**config.mk**
```make
export PLATFORM = sky130hd
export DESIGN_NAME = lru_frame_replacement_flat
export DESIGN_NICKNAME = d
export VERILOG_FILES = /design/src/design/lrufr_pkg.sv /design/src/design/lrufr_if.sv /design/src/design/lrufr_age_array.sv /design/src/design/lru_frame_replacement.sv /design/src/flat_wrapper.sv
export SDC_FILE = /design/constraint.sdc
export NUM_CORES = 1
export LEC_CHECK = 0
export BUFFER_PORTS_ARGS = -buffer_cell sky130_fd_sc_hd__buf_4
export CORE_ASPECT_RATIO = 1.2
export CORE_MARGIN = 1.5
export CORE_UTILIZATION = 25
export CTS_CLUSTER_SIZE = 12
export DETAILED_ROUTE_END_ITERATION = 16
export HOLD_SLACK_MARGIN = 0.08
export PLACE_DENSITY = 0.47
export SYNTH_ARGS = -nofsm -noshare
export SYNTH_HDL_FRONTEND = slang
export SYNTH_SLANG_ARGS = --single-unit
```
**constraint.sdc**
```tcl
create_clock -name clk -period 25.2 [get_ports clk]
set_input_delay 3.78 -clock clk [delete_from_list [all_inputs] [get_ports clk]]
set_output_delay 3.78 -clock clk [all_outputs]
set_load 0.02 [all_outputs]
```
**src/design/lrufr_pkg.sv**
```systemverilog
`default_nettype none

package lrufr_pkg;

    // Frame count, the age width that follows from it, and the frame field width.
    localparam int FRAMES  = 64;
    localparam int AGE_W   = $clog2(FRAMES);
    localparam int FIELD_W = 6;

    typedef logic [FIELD_W-1:0] frame_field_t;
    typedef logic [AGE_W-1:0]   age_t;

    // Recency update handed to the age array.
    typedef struct packed {
        logic         en;
        frame_field_t frame;
    } lrufr_upd_t;

endpackage : lrufr_pkg

`default_nettype wire

```
**src/design/lrufr_if.sv**
```systemverilog
`default_nettype none

interface lrufr_access_if;
    import lrufr_pkg::*;

    logic         valid;
    logic         ready;
    frame_field_t ref_frame;

    modport source (output valid, output ref_frame, input ready);
    modport sink   (input valid, input ref_frame, output ready);
endinterface : lrufr_access_if

interface lrufr_victim_if;
    import lrufr_pkg::*;

    logic         valid;
    logic         ready;
    frame_field_t victim_frame;

    modport source (output valid, output victim_frame, input ready);
    modport sink   (input valid, input victim_frame, output ready);
endinterface : lrufr_victim_if

`default_nettype wire

```
**src/design/lrufr_age_array.sv**
```systemverilog
`default_nettype none

module lrufr_age_array (
    input  wire logic                  clk,
    input  wire logic                  rst_n,
    input  wire lrufr_pkg::lrufr_upd_t upd,
    output      lrufr_pkg::frame_field_t victim_next
);
    import lrufr_pkg::*;

    // One age lane per frame: 0 is most recent, FRAMES-1 is the victim.
    age_t              age_reg  [FRAMES];
    age_t              age_next [FRAMES];
    logic [FRAMES-1:0] hit;
    age_t              age_sel;
    age_t              enc;

    always_comb
    begin
        age_sel = '0;
        for (int i = 0; i < FRAMES; i++)
        begin
            hit[i]  = upd.en && (32'(upd.frame) == i);
            age_sel = age_sel | (hit[i] ? age_reg[i] : '0);
        end
    end

    // Zero the referenced lane, age every lane that was more recent.
    always_comb
    begin
        enc = '0;
        for (int i = 0; i < FRAMES; i++)
        begin
            if (hit[i])
            begin
                age_next[i] = '0;
            end
            else if (upd.en && (age_reg[i] < age_sel))
            begin
                age_next[i] = age_reg[i] + age_t'(1);
            end
            else
            begin
                age_next[i] = age_reg[i];
            end
            if (age_next[i] == age_t'(FRAMES - 1))
            begin
                enc = enc | age_t'(i);
            end
        end
    end

    assign victim_next = frame_field_t'(enc);

    always_ff @(posedge clk or negedge rst_n)
    begin
        if (!rst_n)
        begin
            for (int i = 0; i < FRAMES; i++)
            begin
                age_reg[i] <= age_t'(i);
            end
        end
        else
        begin
            for (int i = 0; i < FRAMES; i++)
            begin
                age_reg[i] <= age_next[i];
            end
        end
    end

endmodule : lrufr_age_array

`default_nettype wire

```
**src/design/lru_frame_replacement.sv**
```systemverilog
// An accepted request moves into the request register, then its victim into the result register on the output.
// Throughput: one request per cycle while victim.ready does not stall the result register.
// Reset (rst_n, async, active low): recency order frame 0 most recent
// through frame FRAMES-1 least recent; both pipeline slots empty.
`default_nettype none

module lru_frame_replacement (
    input wire logic       clk,
    input wire logic       rst_n,
    lrufr_access_if.sink   access,
    lrufr_victim_if.source victim
);
    import lrufr_pkg::*;

    // Exact LRU kept as one age per frame. A reference zeroes its frame's
    // age and increments every age below it, which is the same order a
    // move-to-front linked list keeps. The victim is the frame of
    // maximum age. A reference to the head changes nothing, and a frame
    // number at or past FRAMES is dropped without touching the order.

    // Input request register.
    logic         req_vld_reg;
    frame_field_t req_frame_reg;

    // Result register.
    logic         rsp_vld_reg;
    frame_field_t rsp_frame_reg;

    logic         advance;
    logic         in_range;
    lrufr_upd_t   upd;
    frame_field_t victim_next;

    // Advance when the result slot is free or being drained.
    assign advance      = !rsp_vld_reg || victim.ready;
    assign access.ready = !req_vld_reg || advance;

    assign in_range  = (32'(req_frame_reg) < FRAMES);
    assign upd.en    = req_vld_reg && advance && in_range;
    assign upd.frame = req_frame_reg;

    lrufr_age_array u_age_array (
        .clk         (clk),
        .rst_n       (rst_n),
        .upd         (upd),
        .victim_next (victim_next)
    );

    // Hold the request until it can move into the result slot.
    always_ff @(posedge clk or negedge rst_n)
    begin
        if (!rst_n)
        begin
            req_vld_reg <= 1'b0;
        end
        else if (access.ready)
        begin
            req_vld_reg <= access.valid;
        end
    end

    always_ff @(posedge clk)
    begin
        if (access.ready && access.valid)
        begin
            req_frame_reg <= access.ref_frame;
        end
    end

    // Load the victim after the update; drop the slot once taken.
    always_ff @(posedge clk or negedge rst_n)
    begin
        if (!rst_n)
        begin
            rsp_vld_reg <= 1'b0;
        end
        else if (advance)
        begin
            rsp_vld_reg <= req_vld_reg;
        end
    end

    always_ff @(posedge clk)
    begin
        if (advance && req_vld_reg)
        begin
            rsp_frame_reg <= victim_next;
        end
    end

    assign victim.valid        = rsp_vld_reg;
    assign victim.victim_frame = rsp_frame_reg;

`ifndef NO_ASSERTIONS
    // A request that advances always lands in the result slot.
    a_advance_fills: assert property (@(posedge clk) disable iff (!rst_n)
        (req_vld_reg && advance) |=> rsp_vld_reg)
        else $error("request advanced but result slot stayed empty");

    // A result appears only from a held request.
    a_rsp_source: assert property (@(posedge clk) disable iff (!rst_n)
        $rose(rsp_vld_reg) |-> $past(req_vld_reg))
        else $error("result appeared without a request");

    // The frame just referenced is most recent, so it is never the victim.
    a_victim_not_ref: assert property (@(posedge clk) disable iff (!rst_n)
        (req_vld_reg && advance && in_range) |=> (rsp_frame_reg != $past(req_frame_reg)))
        else $error("victim equals the frame just referenced");
`endif

endmodule : lru_frame_replacement

`default_nettype wire

```
**src/flat_wrapper.sv**
```systemverilog
// flat-port wrapper written by rule: the top's interface ports become plain ports
module lru_frame_replacement_flat import lrufr_pkg::*;
  (clk, rst_n, access_valid, access_ref_frame, access_ready, victim_valid, victim_victim_frame, victim_ready);
  lrufr_access_if access_i ();
  lrufr_victim_if victim_i ();
  input wire logic clk;
  input wire logic rst_n;
  input wire logic [$bits(access_i.valid)-1:0] access_valid;
  input wire logic [$bits(access_i.ref_frame)-1:0] access_ref_frame;
  output wire logic [$bits(access_i.ready)-1:0] access_ready;
  output wire logic [$bits(victim_i.valid)-1:0] victim_valid;
  output wire logic [$bits(victim_i.victim_frame)-1:0] victim_victim_frame;
  input wire logic [$bits(victim_i.ready)-1:0] victim_ready;
  assign access_i.valid = access_valid;
  assign access_i.ref_frame = access_ref_frame;
  assign access_ready = access_i.ready;
  assign victim_valid = victim_i.valid;
  assign victim_victim_frame = victim_i.victim_frame;
  assign victim_i.ready = victim_ready;
  lru_frame_replacement u_core (.clk(clk), .rst_n(rst_n), .access(access_i), .victim(victim_i));
endmodule
```
======== Word-level counts from Yosys, hierarchy flattened ========
Index checks and enable logic that the tools add are counted.
storage, ports and cells
  bits in registers ....................... 398
  input bits .............................. 10
  logic and storage cells ................. 844
operators by class
  add/subtract/negate cells ............... 64
  $lt $le $gt $ge ......................... 64
  equal/unequal tests ..................... 126
  multiplexer cells ....................... 313
  bitwise logic cells ..................... 63
  reduce and logical (&&, ||, !) cells .... 141
operator list
  operator                                                                count
  6-bit 2-to-1 mux                                                        256
  6-bit equality test (second input constant)                             95
  6-bit by 1-bit adder with 6-bit output (second input constant)          64
  6-bit less-than comparator                                              64
  6-bit OR                                                                63
  1-bit logical AND                                                       130
  6-bit by 5-bit equality test with 1-bit output (second input constant)  16
  5-bit 2-to-1 mux                                                        16
  4-bit 2-to-1 mux                                                        16
  6-bit by 4-bit equality test with 1-bit output (second input constant)  8
  3-bit 2-to-1 mux                                                        12
  32-bit OR reduction                                                     1
  6-bit by 3-bit equality test with 1-bit output (second input constant)  4
  2-bit 2-to-1 mux                                                        8
  16-bit OR reduction                                                     1
  6-bit by 2-bit equality test with 1-bit output (second input constant)  2
  8-bit OR reduction                                                      1
  6-bit by 1-bit equality test with 1-bit output (second input constant)  1
  6-bit zero test                                                         1
  1-bit 2-to-1 mux                                                        5
  4-bit OR reduction                                                      1
  1-bit zero test                                                         2
  1-bit logical OR                                                        2
  2-bit nonzero test                                                      1
  2-bit OR reduction                                                      1

======== Longest topological paths before layout ========
  depth in word-level cells ............... 131
  depth in mapped cells ................... 25
  mapped depth without buffers ............ 20

======== Modules after synthesis ========
A second synthesis with hierarchy kept.
unflattened totals
  cell total of the unflattened synthesis .. 3904
  area, all modules ....................... 33955.1 µm²
modules (own cells, without submodules)
  module                 times used  cells each  area an instance (µm²)
  lrufr_age_array        1           3884        33490.9
  lru_frame_replacement  1           20          464.2

======== Least setup slack after synthesis ========
No wires, ideal clock.
  path type ............................... input to register
  start point ............................. input victim_ready
  end point ............................... register u_core.rsp_frame_reg[0] (netlist: u_core.victim.victim_frame[0]), data pin
  arrival ................................. 14703 ps
  path slack .............................. 10225 ps
  stages on the path ...................... 21
  buffers on the path ..................... 2
  cell sequence ........................... nand2b_1 > nand3_1 > clkbuf_1 > buf_1 > nor2_1 > a22oi_1 > nand4_1 > or4_1 > nor4_1 > ha_1 > a21oi_1 > o21ai_0 > maj3_1 > a21o_1 > maj3_1 > a211oi_2 > nand4_1 > xor2_1 > nor4_1 > or4_1 > or4_1
on the way
  cells in the longest elaborated chain, start to end .. 130
  elaborated cells between the ends (all ways) .. 442
  classes of those cells .................. 32 x order compare; 32 x eq/ne; 217 x mux; 63 x bitwise; 98 x reduce/logical
RTL lines
  item                            line                         source
  start, declared                 flat_wrapper.sv:13           input wire logic [$bits(victim_i.ready)-1:0] victim_ready;
  1-bit logical OR *              lru_frame_replacement.sv:35  assign advance = !rsp_vld_reg || victim.ready;
  1-bit logical AND *             lru_frame_replacement.sv:39  assign upd.en = req_vld_reg && advance && in_range;
  1-bit logical AND               lrufr_age_array.sv:23        hit[i] = upd.en && (32'(upd.frame) == i);
  6-bit 2-to-1 mux                lrufr_age_array.sv:24        age_sel = age_sel | (hit[i] ? age_reg[i] : '0);
  6-bit OR (63 in series)         lrufr_age_array.sv:24
  6-bit less-than comparator      lrufr_age_array.sv:38        else if (upd.en && (age_reg[i] < age_sel))
  1-bit logical AND               lrufr_age_array.sv:38
  6-bit 2-to-1 mux                lrufr_age_array.sv:38
  (+37 left out)                  n/a
  3-bit 2-to-1 mux (4 in series)  lrufr_age_array.sv:46        if (age_next[i] == age_t'(FRAMES - 1))
  4-bit 2-to-1 mux (8 in series)  lrufr_age_array.sv:46
  1-bit 2-to-1 mux                lrufr_age_array.sv:46
  2-bit 2-to-1 mux (2 in series)  lrufr_age_array.sv:46
  3-bit 2-to-1 mux (4 in series)  lrufr_age_array.sv:46
  1-bit 2-to-1 mux                lrufr_age_array.sv:46
  2-bit 2-to-1 mux (2 in series)  lrufr_age_array.sv:46
  1-bit 2-to-1 mux                lrufr_age_array.sv:46
  end signal, assigned            lru_frame_replacement.sv:87  rsp_frame_reg <= victim_next;
  end, declared                   lru_frame_replacement.sv:27  frame_field_t rsp_frame_reg;
Mark *: on every way between the ends. The rest lies on a longest branch, timed or not. The select of a mux whose other input is x is not followed.
A chain may end at the register's enable or synchronous reset.

======== Final worst setup path ========
  start point ............................. input victim_ready
  end point ............................... register u_core.rsp_frame_reg[5] (netlist: u_core.victim.victim_frame[5]), data pin
on the way
  cells in the longest elaborated chain, start to end .. 74
  elaborated cells between the ends (all ways) .. 386
  classes of those cells .................. 32 x order compare; 32 x eq/ne; 160 x mux; 63 x bitwise; 99 x reduce/logical
RTL lines
  item                                    line                         source
  1-bit logical OR *                      lru_frame_replacement.sv:35
  1-bit logical AND *                     lru_frame_replacement.sv:39
  1-bit logical AND                       lrufr_age_array.sv:23
  6-bit 2-to-1 mux                        lrufr_age_array.sv:24
  6-bit OR (63 in series)                 lrufr_age_array.sv:24
  6-bit less-than comparator              lrufr_age_array.sv:38
  1-bit logical AND                       lrufr_age_array.sv:38
  6-bit 2-to-1 mux                        lrufr_age_array.sv:38
  6-bit 2-to-1 mux (2 in series)          lrufr_age_array.sv:34        if (hit[i])
  6-bit equality test                     lrufr_age_array.sv:46
  32-bit OR reduction (no source line) *  n/a
Marks and branches as above.

==> metrics.md <==
| Metric | Value |
|---|---|
| Post-synth top cells | 506 x nor2_1, 256 x ha_1, 245 x nand2_1 |
| Clock Path Buffers | 3 |
| Avg Cell Area, Syn | 8.955 um^2 |
| Final Setup Violations | 0 |
| R2R Path Start | u_core.req_frame_reg[2] |
| Final Non-Filler Cells | 5369 |
| Post-route cell area | 36340 um^2 |
| WL/cell | 28.05 um |
| Core ar. | 130100 um^2 |
| Post-layout min period | 11960 ps |
| Vias in the first global route | 29020 |
| Fraction of registers with async set/reset | 96.98% |
| WS Path Type | input pin to flip-flop |
| Worst-path clk slew | 60 ps |
| Area after DPL | 34780 um^2 |
| Count leader, synth | nor2_1 |
| PortBufs | 17 |
| Register area | 10260 um^2 |
| DR vias | 30460 |
| DP Worst Slack | 13170 ps |
| Reg2reg end | u_core.victim.victim_frame[5] |
| CTS root buffer | clkbuf_16 |
| Netlist cell types | 116 |
| Gate Count Post-Synth | 3660 |
| Initial DRC Count | 3126 |
| Hold path startpoint | u_core.u_age_array.age_reg[76] |
| Final hold violations | 0 |
| Slew Viols, Final | 0 |
| Sum of negative setup slack | 0 ps |
| Crit. End Element | flip-flop |
| Slew headroom | 0.7065% |
| DP Cell Count | 5277 |
| Chip width | 333.5 um |
| Top Ports | 18 |
| Clock latency on the worst-skew pair | 640 ps |
| Static Leak | 14.15 nW |
| Clk sinks | 398 |
| Skew final | 32.96 ps |
| GRT Total Usage | 22.17% |
| Hold WC Path Type | flip-flop to flip-flop |
| Die area | 133300 um^2 |
| Max-cap viol count | 0 |
| Row count | 145 |
| CP Max Fanout | 27 |
| Status | complete, no violations |
| Area growth syn-to-layout | 10.87% |
| Post-synth top area share | 15.39% |
| EDFF count, synth | 12 |
| Top_reg_cell synth | dfrtp_1 |
| Die extent in y | 399.6 um |
| Sequential fraction of the synthesis area | 31.30% |
| Reg2Reg Setup Slack | 15640 ps |
| Routability cong. | 1.064 |
| Reg2Reg Depth | 21 |
| RSZ-0062 raised after global routing | false |
| Final ANT Viol Nets | 0 |
| Post-CTS Setup Inserts | 0 |
| First-pass GRT wire length | 215600 um |
| Final #Nets | 3904 |
| Filler cells | 13790 |
| Startpoint types | input pin |
| Period utilisation layout | 47.45% |
| Routed WL | 150600 um |
| Total CTS buffers | 49 |
| DRC Markers | 0 |
| Worst vdd ir | 0.00005218 V |
| Crit path DAT | 12320 ps |
| H-tree level count | 2 |
| GRT overflow | 0 |
| Area contributors post-synth | dfstp_2 15%, dfrtp_1 15%, ha_1 9.8% |
| Multi-input logic area | 21330 um^2 |
| Number of instances resized during post-cts repair | 0 |
| Slew at the pin closest to its max-slew limit | 1489 ps |
| Post-DP HPWL | 112000 um |
| Synthesized cell area | 32780 um^2 |
| Min-Delay Path Depth | 2 |
| CTS tree | done |
| Syn_nets | 3926 |
| DRT Pass-1 Iters | 6 |
| CP required | 25570 ps |
| Initial Utilization | 25.20% |
| Layout cells sized above 1 | 13.35% |
| Register bit count reported by yosys | 398 |
| Hold EP | u_core.u_age_array.age_reg[76] |
| PnR worst setup slack | 13240 ps |
| CTS Hold Bufs | 0 |
| Pwr/cell area | 113.5 nW/um^2 |
| Largest net degree at the start of global routing | 145 |
| Via density | 5.673 |
| Synth area leader | dfstp_2 |
| Max reg flops | 384 |
| Antenna violations before repair | 4 |
| YS warnings | 0 |
| Fmax achieved | 83.64 MHz |
-- cell usage in the layout, fill, tap and decap left out, drive strengths merged, types with 23 or more instances in the layout --
cell type	netlist	final
nand2b	30	30
o21ai	128	128
xnor2	150	150
dfstp	192	192
dfrtp	194	194
nor2b	29	29
a211oi	30	30
and2	38	38
a21o	33	33
nor4	34	34
clkbuf	78	81
mux2i	117	117
inv	81	82
xor2	144	144
nor3b	28	28
a22oi	74	74
ha	256	256
buf	93	98
mux2	27	27
nand3b	25	25
nand3	169	169
nor3	52	52
a22o	28	28
a21oi	148	148
and3	43	43
nand2	245	245
a221oi	28	28
a31oi	45	45
or3	36	36
nand4	113	113
nand4b	23	23
nor2	510	510
o211ai	43	43
maj3	57	57
-- cells by family (layout without fill, tap and decap cells) --
| group | Yosys count | in the layout | share of synthesized area (%) |
|---|---|---|---|
| simple gates | 1479 | 1479 | 23.42 |
| flops | 398 | 398 | 31.30 |
| compound gates | 780 | 780 | 17.51 |
| xor+xnor | 294 | 294 | 7.856 |
| other cells | 0 | 1 | 0 |
| fa+ha+maj | 313 | 313 | 11.55 |
| buf+inv | 252 | 270 | 3.871 |
| mux | 144 | 144 | 4.501 |
-- critical path: stages --
cell and delay, ps:
buf_4 110, nor2b_2 90, buf_4 390, or3_1 180
buf_4 330, nor2_1 270, a22o_1 250, a221oi_1 1130
nand4_1 230, nor4_2 850, buf_4 650, ha_1 360
a21oi_1 130, o21ai_0 90, maj3_1 400, a21oi_1 490
nand4_1 200, xnor2_1 170, a41oi_1 540, nand3_1 400
a311oi_1 580, nand3_1 130, or4b_1 480
-- per-layer routing --
| layer | global-route usage [%] | vias up | wire, um |
|---|---|---|---|
| met5 | 0 | - | 43 |
| met4 | 15.99 | 6 | 12900 |
| met3 | 3.785 | 440 | 10100 |
| met2 | 35.55 | 1234 | 67310 |
| met1 | 26.88 | 15170 | 60230 |
| li1 | - | 13610 | - |
-- through the flow --
step | util, % | power (mW) | hold slack (ps)
6_report | 27.94 | 4.123 | 512.1
5_1_grt | 27.93 | 4.412 | 541.3
4_1_cts | 27.93 | 4.106 | 505.9
3_5_place_dp | 26.74 | 3.363 | 498.4
3_3_place_gp | 26.73 | 3.346 | 497.7
2_1_floorplan | - | 2.725 | 476.9
-- layout make-up --
class | count | area share, %
Sequential cell | 398 | 28.23
Clock inverter | 10 | 0.2995
Clock buffer | 81 | 3.987
Tap cell | 1690 | 5.819
Timing Repair Buffer | 98 | 2.114
Inverter | 81 | 0.8367
Antenna cell | 1 | 0.006886
Multi-Input combinational cell | 3010 | 58.70
-- power breakdown --
part	leakage, nW	switching (mW)	internal (mW)
clock	0.753	0.312	0.411
sequential	4.60	0.614	0.973
combinational	8.80	1.00	0.811
total	14.2	1.93	2.20
-- worst max path at each step --
stage | startpoint | to | slack, ps | cells after the start
after floorplan | victim_ready | u_core.victim.victim_frame[0] | 10220 | 21
after global placement | victim_ready | u_core.victim.victim_frame[3] | 13190 | 20
after detailed placement | victim_ready | u_core.victim.victim_frame[5] | 13170 | 22
after CTS | victim_ready | u_core.victim.victim_frame[5] | 13810 | 22
after global routing | victim_ready | u_core.victim.victim_frame[5] | 13090 | 22
final | victim_ready | u_core.victim.victim_frame[5] | 13240 | 23
(Power assumes the default switching activity.)
